`src/rtl/core/gda_pkg.sv`:
```
`timescale 1ns / 1ps
`default_nettype none

package gda_pkg;

  // Fixed field widths of the request and response words
  localparam int unsigned DAY_W   = 5;
  localparam int unsigned MONTH_W = 4;
  localparam int unsigned FIELD_W = 16;
  localparam int unsigned M400_W  = 9;

  // Request kinds
  localparam logic KIND_SET = 1'b0;
  localparam logic KIND_ADD = 1'b1;

  localparam logic [MONTH_W-1:0] MONTH_JAN = 4'd1;
  localparam logic [MONTH_W-1:0] MONTH_FEB = 4'd2;
  localparam logic [MONTH_W-1:0] MONTH_DEC = 4'd12;
  localparam logic [DAY_W-1:0]   DAY_FIRST = 5'd1;

  localparam int unsigned RESET_YEAR = 1900;
  localparam logic [M400_W-1:0] RESET_M400 = M400_W'(RESET_YEAR % 400);
  localparam logic [M400_W-1:0] M400_LAST  = 9'd399;
  localparam logic [M400_W:0]   CYCLE_400  = 10'd400;

  // Leap rule on the year taken modulo 400
  function automatic logic is_leap(input logic [M400_W-1:0] m400);
    logic century;
    century = (m400 == 9'd100) || (m400 == 9'd200) || (m400 == 9'd300);
    return (m400 == '0) || (!century && (m400[1:0] == 2'b00));
  endfunction

  // Days in a month; codes outside 1..12 read as 31
  function automatic logic [DAY_W-1:0] month_len(input logic [MONTH_W-1:0] m,
                                                  input logic leap);
    logic [DAY_W-1:0] len;
    case (m)
      4'd2:    len = leap ? 5'd29 : 5'd28;
      4'd4:    len = 5'd30;
      4'd6:    len = 5'd30;
      4'd9:    len = 5'd30;
      4'd11:   len = 5'd30;
      default: len = 5'd31;
    endcase
    return len;
  endfunction

endpackage

`default_nettype wire

```
`src/rtl/core/gda_req_if.sv`:
```
`timescale 1ns / 1ps
`default_nettype none

interface gda_req_if;
  logic                          valid;
  logic                          ready;
  logic                          kind;
  logic [gda_pkg::DAY_W-1:0]     set_day;
  logic [gda_pkg::MONTH_W-1:0]   set_month;
  logic [gda_pkg::FIELD_W-1:0]   set_year;
  logic [gda_pkg::FIELD_W-1:0]   add_days;

  modport source (output valid, kind, set_day, set_month, set_year, add_days,
                  input ready);
  modport sink (input valid, kind, set_day, set_month, set_year, add_days,
                output ready);
endinterface

`default_nettype wire

```
`src/rtl/core/gda_rsp_if.sv`:
```
`timescale 1ns / 1ps
`default_nettype none

interface gda_rsp_if;
  logic                          valid;
  logic                          ready;
  logic [gda_pkg::DAY_W-1:0]     out_day;
  logic [gda_pkg::MONTH_W-1:0]   out_month;
  logic [gda_pkg::FIELD_W-1:0]   out_year;

  modport source (output valid, out_day, out_month, out_year, input ready);
  modport sink (input valid, out_day, out_month, out_year, output ready);
endinterface

`default_nettype wire

```
`src/rtl/core/gregorian_date_advance_top.sv`:
```
`timescale 1ns / 1ps
`default_nettype none

// Sequencing: a set word passes through reciprocal multiply, mod-400 remainder,
//   validate/load and response load, in that order; an add word advances
//   one day per cycle until its count is spent, then loads the response.
// Throughput: one word at a time; req.ready returns the cycle after the response
//   is loaded. The day stepper sets the time an add word takes; the fixed two-step
//   mod-400 reduction of a loaded year sets the time a set word takes.
// Reset (rst, synchronous, active high): date 1/1/1900, sequencer idle, no response.
module gregorian_date_advance_top #(
  parameter int unsigned YEAR_BITS  = 16,
  parameter int unsigned COUNT_BITS = 16
) (
  input  wire logic clk,
  input  wire logic rst,
  gda_req_if.sink   req,
  gda_rsp_if.source rsp
);
  import gda_pkg::*;

  // year / 400 = (year >> 4) / 25; the divide by 25 is a multiply by
  // ceil(2^(X_W+5) / 25), exact for every X_W-bit value.
  localparam int unsigned    X_W         = YEAR_BITS - 4;
  localparam int unsigned    RECIP_SHIFT = X_W + 5;
  localparam int unsigned    PROD_W      = 2 * X_W + 1;
  localparam longint unsigned RECIP_VAL  = ((64'd1 << RECIP_SHIFT) + 64'd24) / 64'd25;
  localparam logic [X_W:0]   RECIP       = (X_W + 1)'(RECIP_VAL);

  // Sequencer states
  localparam logic [2:0] ST_IDLE = 3'd0;
  localparam logic [2:0] ST_MUL  = 3'd1;  // quotient of year / 400
  localparam logic [2:0] ST_SETV = 3'd2;  // validate and load the date
  localparam logic [2:0] ST_ADD  = 3'd3;  // advance one day per cycle
  localparam logic [2:0] ST_DONE = 3'd4;  // hand date to the response register
  localparam logic [2:0] ST_REM  = 3'd5;  // year - 400 * quotient

  logic [2:0]            state;

  // Current date. cur_m400 tracks the year modulo 400 so the leap test
  // never needs a divider.
  logic [DAY_W-1:0]      cur_day;
  logic [MONTH_W-1:0]    cur_month;
  logic [YEAR_BITS-1:0]  cur_year;
  logic [M400_W-1:0]     cur_m400;
  logic [COUNT_BITS-1:0] days_left;

  // Pending set word
  logic [DAY_W-1:0]      pend_day;
  logic [MONTH_W-1:0]    pend_month;
  logic [YEAR_BITS-1:0]  pend_year;
  logic [M400_W-1:0]     q_lo;        // low bits of year / 400
  logic [M400_W-1:0]     rem;

  // Response register
  logic                  rsp_valid;
  logic [DAY_W-1:0]      rsp_day;
  logic [MONTH_W-1:0]    rsp_month;
  logic [FIELD_W-1:0]    rsp_year;

  logic accept;
  logic rsp_free;

  assign req.ready     = (state == ST_IDLE);
  assign accept        = req.valid && req.ready;
  assign rsp_free      = !rsp_valid || rsp.ready;
  assign rsp.valid     = rsp_valid;
  assign rsp.out_day   = rsp_day;
  assign rsp.out_month = rsp_month;
  assign rsp.out_year  = rsp_year;

  // Reciprocal product; only the low bits of the quotient matter, since the
  // remainder is below 400 and fits in M400_W bits
  logic [PROD_W-1:0] prod;
  assign prod = PROD_W'(pend_year[YEAR_BITS-1:4]) * PROD_W'(RECIP);

  // Set-word validation, with the reduced year
  logic               month_ok;
  logic [MONTH_W-1:0] set_month_v;
  logic [DAY_W-1:0]   set_len;
  logic               day_ok;
  assign month_ok    = (pend_month >= MONTH_JAN) && (pend_month <= MONTH_DEC);
  assign set_month_v = month_ok ? pend_month : MONTH_JAN;
  assign set_len     = month_len(set_month_v, is_leap(rem));
  assign day_ok      = (pend_day >= DAY_FIRST) && (pend_day <= set_len);

  // One-day step
  logic [DAY_W-1:0]     cur_len;
  logic                 month_end;
  logic                 year_end;
  logic [M400_W-1:0]    m400_inc;
  assign cur_len   = month_len(cur_month, is_leap(cur_m400));
  assign month_end = (cur_day >= cur_len);
  assign year_end  = (cur_month >= MONTH_DEC);
  // Year wraps to 0 past its top, and 0 is a multiple of 400
  assign m400_inc  = ((&cur_year) || (cur_m400 == M400_LAST)) ? '0 : cur_m400 + 1'b1;

  always_ff @(posedge clk) begin
    if (rst) begin
      state     <= ST_IDLE;
      cur_day   <= DAY_FIRST;
      cur_month <= MONTH_JAN;
      cur_year  <= YEAR_BITS'(RESET_YEAR);
      cur_m400  <= RESET_M400;
      days_left <= '0;
      rsp_valid <= 1'b0;
    end else begin
      if ((state == ST_DONE) && rsp_free) begin
        rsp_valid <= 1'b1;
      end else if (rsp_valid && rsp.ready) begin
        rsp_valid <= 1'b0;
      end
      case (state)
        ST_IDLE: begin
          if (accept) begin
            if (req.kind == KIND_SET) begin
              state <= ST_MUL;
            end else begin
              days_left <= COUNT_BITS'(req.add_days);
              state     <= ST_ADD;
            end
          end
        end
        ST_MUL: begin
          state <= ST_REM;
        end
        ST_REM: begin
          state <= ST_SETV;
        end
        ST_SETV: begin
          cur_year  <= pend_year;
          cur_m400  <= rem;
          cur_month <= set_month_v;
          cur_day   <= day_ok ? pend_day : DAY_FIRST;
          days_left <= '0;
          state     <= ST_DONE;
        end
        ST_ADD: begin
          if (days_left == '0) begin
            state <= ST_DONE;
          end else begin
            days_left <= days_left - 1'b1;
            if (month_end) begin
              cur_day <= DAY_FIRST;
              if (year_end) begin
                cur_month <= MONTH_JAN;
                cur_year  <= cur_year + 1'b1;
                cur_m400  <= m400_inc;
              end else begin
                cur_month <= cur_month + 1'b1;
              end
            end else begin
              cur_day <= cur_day + 1'b1;
            end
          end
        end
        ST_DONE: begin
          if (rsp_free) begin
            state <= ST_IDLE;
          end
        end
        default: begin
          state <= ST_IDLE;
        end
      endcase
    end
  end

  // Datapath registers, no reset needed
  always_ff @(posedge clk) begin
    if (accept && (req.kind == KIND_SET)) begin
      pend_day   <= req.set_day;
      pend_month <= req.set_month;
      pend_year  <= YEAR_BITS'(req.set_year);
    end
    if (state == ST_MUL) begin
      q_lo <= M400_W'(prod >> RECIP_SHIFT);
    end
    if (state == ST_REM) begin
      rem <= pend_year[M400_W-1:0] - M400_W'({1'b0, q_lo} * CYCLE_400);
    end
    if ((state == ST_DONE) && rsp_free) begin
      rsp_day   <= cur_day;
      rsp_month <= cur_month;
      rsp_year  <= FIELD_W'(cur_year);
    end
  end

  // Checks
  a_month_range: assert property (@(posedge clk) disable iff (rst)
    (cur_month >= MONTH_JAN) && (cur_month <= MONTH_DEC))
    else $error("month out of range");

  a_day_range: assert property (@(posedge clk) disable iff (rst)
    (cur_day >= DAY_FIRST) && (cur_day <= cur_len))
    else $error("day beyond month length");

  a_m400_range: assert property (@(posedge clk) disable iff (rst)
    cur_m400 <= M400_LAST)
    else $error("year residue out of range");

  a_count_down: assert property (@(posedge clk) disable iff (rst)
    (state == ST_ADD) && (days_left != '0) |=> days_left == $past(days_left) - 1'b1)
    else $error("day count did not step");

  a_rsp_source: assert property (@(posedge clk) disable iff (rst)
    $rose(rsp_valid) |-> $past(state) == ST_DONE)
    else $error("response raised outside completion");

endmodule

`default_nettype wire
```
`src/flat_wrapper.sv`:
```
// flat-port wrapper written by rule: the top's interface ports become plain ports
module gregorian_date_advance_top_flat import gda_pkg::*;
#(
  parameter int unsigned YEAR_BITS  = 16,
  parameter int unsigned COUNT_BITS = 16
)
  (clk, rst, req_valid, req_kind, req_set_day, req_set_month, req_set_year, req_add_days, req_ready, rsp_valid, rsp_out_day, rsp_out_month, rsp_out_year, rsp_ready);
  gda_req_if req_i ();
  gda_rsp_if rsp_i ();
  input  wire logic clk;
  input  wire logic rst;
  input wire logic [$bits(req_i.valid)-1:0] req_valid;
  input wire logic [$bits(req_i.kind)-1:0] req_kind;
  input wire logic [$bits(req_i.set_day)-1:0] req_set_day;
  input wire logic [$bits(req_i.set_month)-1:0] req_set_month;
  input wire logic [$bits(req_i.set_year)-1:0] req_set_year;
  input wire logic [$bits(req_i.add_days)-1:0] req_add_days;
  output wire logic [$bits(req_i.ready)-1:0] req_ready;
  output wire logic [$bits(rsp_i.valid)-1:0] rsp_valid;
  output wire logic [$bits(rsp_i.out_day)-1:0] rsp_out_day;
  output wire logic [$bits(rsp_i.out_month)-1:0] rsp_out_month;
  output wire logic [$bits(rsp_i.out_year)-1:0] rsp_out_year;
  input wire logic [$bits(rsp_i.ready)-1:0] rsp_ready;
  assign req_i.valid = req_valid;
  assign req_i.kind = req_kind;
  assign req_i.set_day = req_set_day;
  assign req_i.set_month = req_set_month;
  assign req_i.set_year = req_set_year;
  assign req_i.add_days = req_add_days;
  assign req_ready = req_i.ready;
  assign rsp_valid = rsp_i.valid;
  assign rsp_out_day = rsp_i.out_day;
  assign rsp_out_month = rsp_i.out_month;
  assign rsp_out_year = rsp_i.out_year;
  assign rsp_i.ready = rsp_ready;
  gregorian_date_advance_top #(.YEAR_BITS(YEAR_BITS), .COUNT_BITS(COUNT_BITS)) u_core (.clk(clk), .rst(rst), .req(req_i), .rsp(rsp_i));
endmodule
```
`config.mk`:
```
export PLATFORM = sky130hd
export DESIGN_NAME = gregorian_date_advance_top_flat
export DESIGN_NICKNAME = d
export VERILOG_FILES = /design/src/rtl/core/gda_pkg.sv /design/src/rtl/core/gda_req_if.sv /design/src/rtl/core/gda_rsp_if.sv /design/src/rtl/core/gregorian_date_advance_top.sv /design/src/flat_wrapper.sv
export SDC_FILE = /design/constraint.sdc
export NUM_CORES = 1
export LEC_CHECK = 0
export ABC_AREA = 0
export BUFFER_PORTS_ARGS = -buffer_cell sky130_fd_sc_hd__buf_4
export CORE_UTILIZATION = 59
export DETAILED_ROUTE_END_ITERATION = 8
export GPL_TIMING_DRIVEN = 0
export PLACE_DENSITY = 0.84
export SLEW_MARGIN = 20
export SYNTH_ARGS = -nofsm -noshare
export SYNTH_HDL_FRONTEND = slang
export SYNTH_SLANG_ARGS = --single-unit
export TNS_END_PERCENT = 10
```
`constraint.sdc`:
```
create_clock -name clk -period 10.65 [get_ports clk]
set_clock_uncertainty 0.15 [all_clocks]
set_input_delay 0.5325 -clock clk [delete_from_list [all_inputs] [get_ports clk]]
set_output_delay 0.5325 -clock clk [all_outputs]
set_load 0.05 [all_outputs]
```
## After elaboration in Yosys (flattened, before gate mapping)

Index checks and enable logic that the tools add are counted.

| word-level totals | value |
|---|---|
| register bits | 121 |
| input port bits | 46 |
| output and inout port bits | 27 |

| operators by class | value |
|---|---|
| add/sub/neg operators | 6 |
| $mul | 2 |
| order comparisons | 6 |
| equal/unequal tests | 29 |
| mux-type cells | 33 |
| bitwise gates (word level) | 1 |
| reduce and logical (&&, ||, !) cells | 36 |

Operators by type and width:

| kind | number |
|---|---|
| $mux W16 | 6 |
| $pmux W16 S3 | 1 |
| $mux W9 | 4 |
| $pmux W16 S2 | 1 |
| $pmux W5 S2 | 3 |
| $eq A9 B9 Y1 const B | 3 |
| $mul A12 B13 Y25 const B | 1 |
| $eq A9 B7 Y1 const B | 2 |
| $eq A9 B8 Y1 const B | 2 |
| $logic_not A9 Y1 | 2 |
| $pmux W3 S6 | 1 |
| $pmux W9 S2 | 1 |
| $add A16 B1 Y16 const B | 1 |
| $eq A4 B3 Y1 const B | 4 |
| $eq A4 B4 Y1 const B | 4 |
| $logic_not A16 Y1 | 1 |
| $mux W4 | 4 |
| $reduce_and A16 Y1 | 1 |
| $sub A16 B1 Y16 const B | 1 |
| $mux W5 | 3 |
| $add A9 B1 Y9 const B | 1 |
| $mux W3 | 3 |
| $sub A9 B9 Y9 | 1 |
| $eq A4 B2 Y1 const B | 2 |
| other kinds (29) | 60 |

## Logic depth before layout (Yosys ltp)

| depth | value |
|---|---|
| depth after elaboration | 12 |
| mapped depth | 17 |
| depth with buffers taken out | 17 |

## Worst setup path after synthesis

No wires, ideal clock.

| timing path | value |
|---|---|
| path kind | register to register |
| start | register u_core.pend_year[10] |
| end | register u_core.q_lo[3] (data pin) |
| library setup time | 264 ps |
| data arrival time | 4364 ps |
| path slack | 5873 ps |
| stages on the path, launching flop included | 16 |
| path buffers | 0 |
| clock period less this slack | 4777 ps |
| cell sequence | edfxtp_1 -> inv_1 -> fa_1 -> fa_1 -> fa_1 -> inv_1 -> fa_1 -> inv_1 -> fa_1 -> inv_1 -> ha_1 -> a21oi_1 -> o211ai_1 -> o2111ai_1 -> a31oi_1 -> xor2_1 |

| between the ends | value |
|---|---|
| word-level cells in the longest chain between the ends | 1 |

Ends and longest elaborated chain:

| element | line | RTL |
|---|---|---|
| start, declared | gregorian_date_advance_top.sv:51 | `logic [YEAR_BITS-1:0] pend_year;` |
| start signal, assigned | gregorian_date_advance_top.sv:174 | `pend_year <= YEAR_BITS'(req.set_year);` |
| $mul A12 B13 Y25 | gregorian_date_advance_top.sv:75 | `assign prod = PROD_W'(pend_year[YEAR_BITS-1:4]) * PROD_W'(RECIP);` |
| via u_core.prod[20] | gregorian_date_advance_top.sv:74 | `logic [PROD_W-1:0] prod;` |
| end signal, assigned | gregorian_date_advance_top.sv:177 | `q_lo <= M400_W'(prod >> RECIP_SHIFT);` |
| end, declared | gregorian_date_advance_top.sv:52 | `logic [M400_W-1:0] q_lo;` |

The timed path passes the listed nets, and every way through them passes these cells.
A chain may end at the register's enable or synchronous reset.

## Worst setup path after layout

Same ends and word-level chain as after synthesis.

==> impl_metrics.json <==
{
  "status": "finished with violations",
  "violations": "design-rule violations",
  "startpoint_type": "flop",
  "first_pass_iters": 9,
  "vias_per_cell": 6.44,
  "holdWs_ns": 0.141,
  "routedWlPerCell_um": 19.7,
  "slew_violations": 0,
  "fmax_mhz": 184,
  "cts_max_level": 4,
  "totalWireLength_um": 22100,
  "setup_tns_ns": 0,
  "reg2reg_depth": 15,
  "area_delta_synth_final_pct": 17.1,
  "drtIter0Drc": 956,
  "synth_edf_count": 64,
  "ctsResizeCount": 0,
  "rsz0062_at_grt": "false",
  "max_cap_violations": 0,
  "hold_buffers": 0,
  "yosysTopAreaCellShare_pct": 23.0,
  "place.gp.congestion": 0.948,
  "synth_area_leaders": "edfxtp_1, ha_1, dfxtp_1",
  "finalSetupViolations": 0,
  "rows": 43,
  "slowest_delay_ns": 0.58,
  "ys_warn_count": 0,
  "post-route-period-util_pct": 50.9,
  "cp.arrival_ns": 5.43,
  "cts.clk_slew.worst_paths_ns": 0.05,
  "crit_fanout": 6,
  "antenna_found_initial": 0,
  "grt_usage_pct": 31.4,
  "critPathSlowestCell": "edfxtp_1",
  "synth-seq-cells": 118,
  "grt-ovfl-total": 0,
  "hold_depth": 1,
  "synth_nets": 1020,
  "p_per_area_nw_per_um2": 195,
  "drive_gt1_share_pct": 13.5,
  "dpl.hpwl_um": 15900,
  "io_buffers": 71,
  "num_vias": 7237,
  "post-route-util_pct": 70.6,
  "worstMarginPinSlew_ns": 0.977,
  "clock-sinks": 118,
  "crit_top_cell": "fa_1",
  "slew-limit-headroom_pct": 34.6,
  "cts_root_buffer": "clkbuf_16",
  "fillers": 996,
  "grt_max_degree": 26,
  "pin_count": 73,
  "worst_slack_ns": 5.23,
  "chipHeight_um": 121,
  "grt_pass1_vias": 6969,
  "dieWidth_um": 121,
  "hold_viol_final": 0,
  "hold_path.class": "in -> reg",
  "place_area_sq_um": 9190,
  "ys_types": 74,
  "num_antenna_cells": 0,
  "clock_latency_ns": 0.42,
  "power_leakage_uw": 0.00415,
  "yosysTopAreaCell": "edfxtp_1",
  "synthArstFlopShare_pct": 0,
  "path_class": "reg -> reg",
  "period_needed_ns": 5.42,
  "critPathRequiredTime_ns": 10.66,
  "cts_setup_buffers": 0,
  "final_nets": 1112,
  "dieArea_sq_um": 14700,
  "syn_area_per_cell_sq_um": 9.97,
  "crit_chain": "inv_1, fa_1, fa_1, fa_1, inv_1, fa_1, inv_1, fa_1, inv_1, ha_1, a21oi_1, o211ai_1, o2111ai_1, a31oi_1, xor2_1",
  "dpl_worst_slack_ns": 5.31,
  "core-area_sq_um": 13900,
  "final_area_sq_um": 9800,
  "syn_inst": 839,
  "seq_area_frac_synth_pct": 35.9,
  "ir_drop_uv": 251,
  "initial_utilization_pct": 60.3,
  "synth_area_sq_um": 8370,
  "worst_setup_path_end_kind": "flop",
  "ys.flop_type": "edfxtp_1",
  "clock_path_buffers": 2,
  "final_antenna_net_count": 0,
  "cts_made_buffers": 17,
  "cts_tree": "done",
  "drc": 2,
  "grt_pass1_wl_um": 35100
}
metrics by stage:
| stage | power (uW) | instances |
|---|---|---|
| 2_1_floorplan | 1120 | 839 |
| 3_3_place_gp | 1270 | 1090 |
| 3_5_place_dp | 1310 | 1092 |
| 4_1_cts | 1910 | 1124 |
| 5_1_grt | 2040 | 1124 |
| 6_report | 1910 | 1124 |
registers in the layout, summed over array words and instances (netlist names), 5 cells and up:
| register | cells |
|---|---|
| u_core.days_left | 16 |
| u_core.pend_day | 5 |
| u_core.cur_day | 5 |
| u_core.rsp.out_day | 5 |
| u_core.rsp.out_year | 16 |
| u_core.rem | 9 |
| u_core.cur_year | 16 |
| u_core.pend_year | 16 |
| u_core.cur_m400 | 9 |
| u_core.q_lo | 5 |
report_power, final:
group          internal (uW)  total, uW  leakage (uW)  switching [uW]
combinational            307        745       0.00285             438
sequential               534        571       0.00102            37.1
clock                    390        598      0.000283             208
per-layer routing:
metal | track usage [%] | wire length [um]
met5 | 0 | 0
met4 | 15.4 | 876
met3 | 7.61 | 2190
met2 | 50.1 | 10400
met1 | 40.0 | 8700
path summary, 6_finish.rpt:
check | to | start | slack (ns)
max | u_core.q_lo[3] | u_core.pend_year[10] | 5.23
min | u_core.pend_day[3] | req_set_day[3] | 0.14
max reg2reg | u_core.q_lo[3] | u_core.pend_year[10] | 5.23
min reg2reg | u_core.days_left[6] | u_core.days_left[6] | 0.32
cell type report:
cell class	count	area [sq um]	share of cell area, %
plain buffers	39	200	2.04
multi-input cells	568	4750	48.5
well taps	180	225	2.30
clock inverters	13	180	1.84
repair buffers	73	581	5.92
inverters	114	428	4.37
flip-flops and latches	118	3000	30.6
clock buffers	19	433	4.42
critical path: cells and delay by family, from the launching register on:
family                   cells  cell delay [ns]
adder cells (fa/ha/maj)      6             2.89
AO/OA/AOI/OAI                4             1.09
flip-flops                   1             0.58
buffers and inverters        4             0.26
XOR/XNOR                     1             0.19
cells in the final DEF (no fill, tap or decap), drive strengths merged, types with 11 or more instances in the layout:
cell | netlist | layout
o211ai | 11 | 11
clkbuf | 30 | 49
buf | 9 | 82
nor2 | 51 | 51
nor3 | 19 | 19
o21ai | 34 | 34
inv | 113 | 114
nand2 | 39 | 39
ha | 93 | 93
nand4 | 13 | 13
xnor2 | 16 | 16
fa | 42 | 42
edfxtp | 64 | 64
a31oi | 16 | 16
a21oi | 45 | 45
dfxtp | 54 | 54
nand3 | 22 | 22
logic make-up (layout without fill, tap and decap cells):
family | after synthesis | in the layout | share of synthesized area, %
AO/OA/AOI/OAI | 214 | 214 | 18.0
XOR/XNOR | 21 | 21 | 2.20
adder cells (fa/ha/maj) | 135 | 135 | 24.0
buffers and inverters | 153 | 258 | 7.51
flip-flops | 118 | 118 | 35.9
AND/OR/NAND/NOR | 198 | 198 | 12.4
cell usage after synthesis (6+ instances only):
cell and number:
a21o_1 10, clkbuf_1 27, nand3_1 21, a32oi_1 9, nand2_1 39, a41oi_1 6
dfxtp_1 54, o21ai_0 33, nor2_1 51, fa_1 42, a221oi_1 7, a22oi_1 6
a211oi_1 9, nor3_1 18, nor2b_1 7, edfxtp_1 64, xnor2_1 16, o32ai_1 7
a32o_1 6, o2111ai_1 7, nand4_1 13, ha_1 93, a21oi_1 45, o211ai_1 11
a31oi_1 16, inv_1 113, nor4_1 8
(Power assumes the default switching activity.)
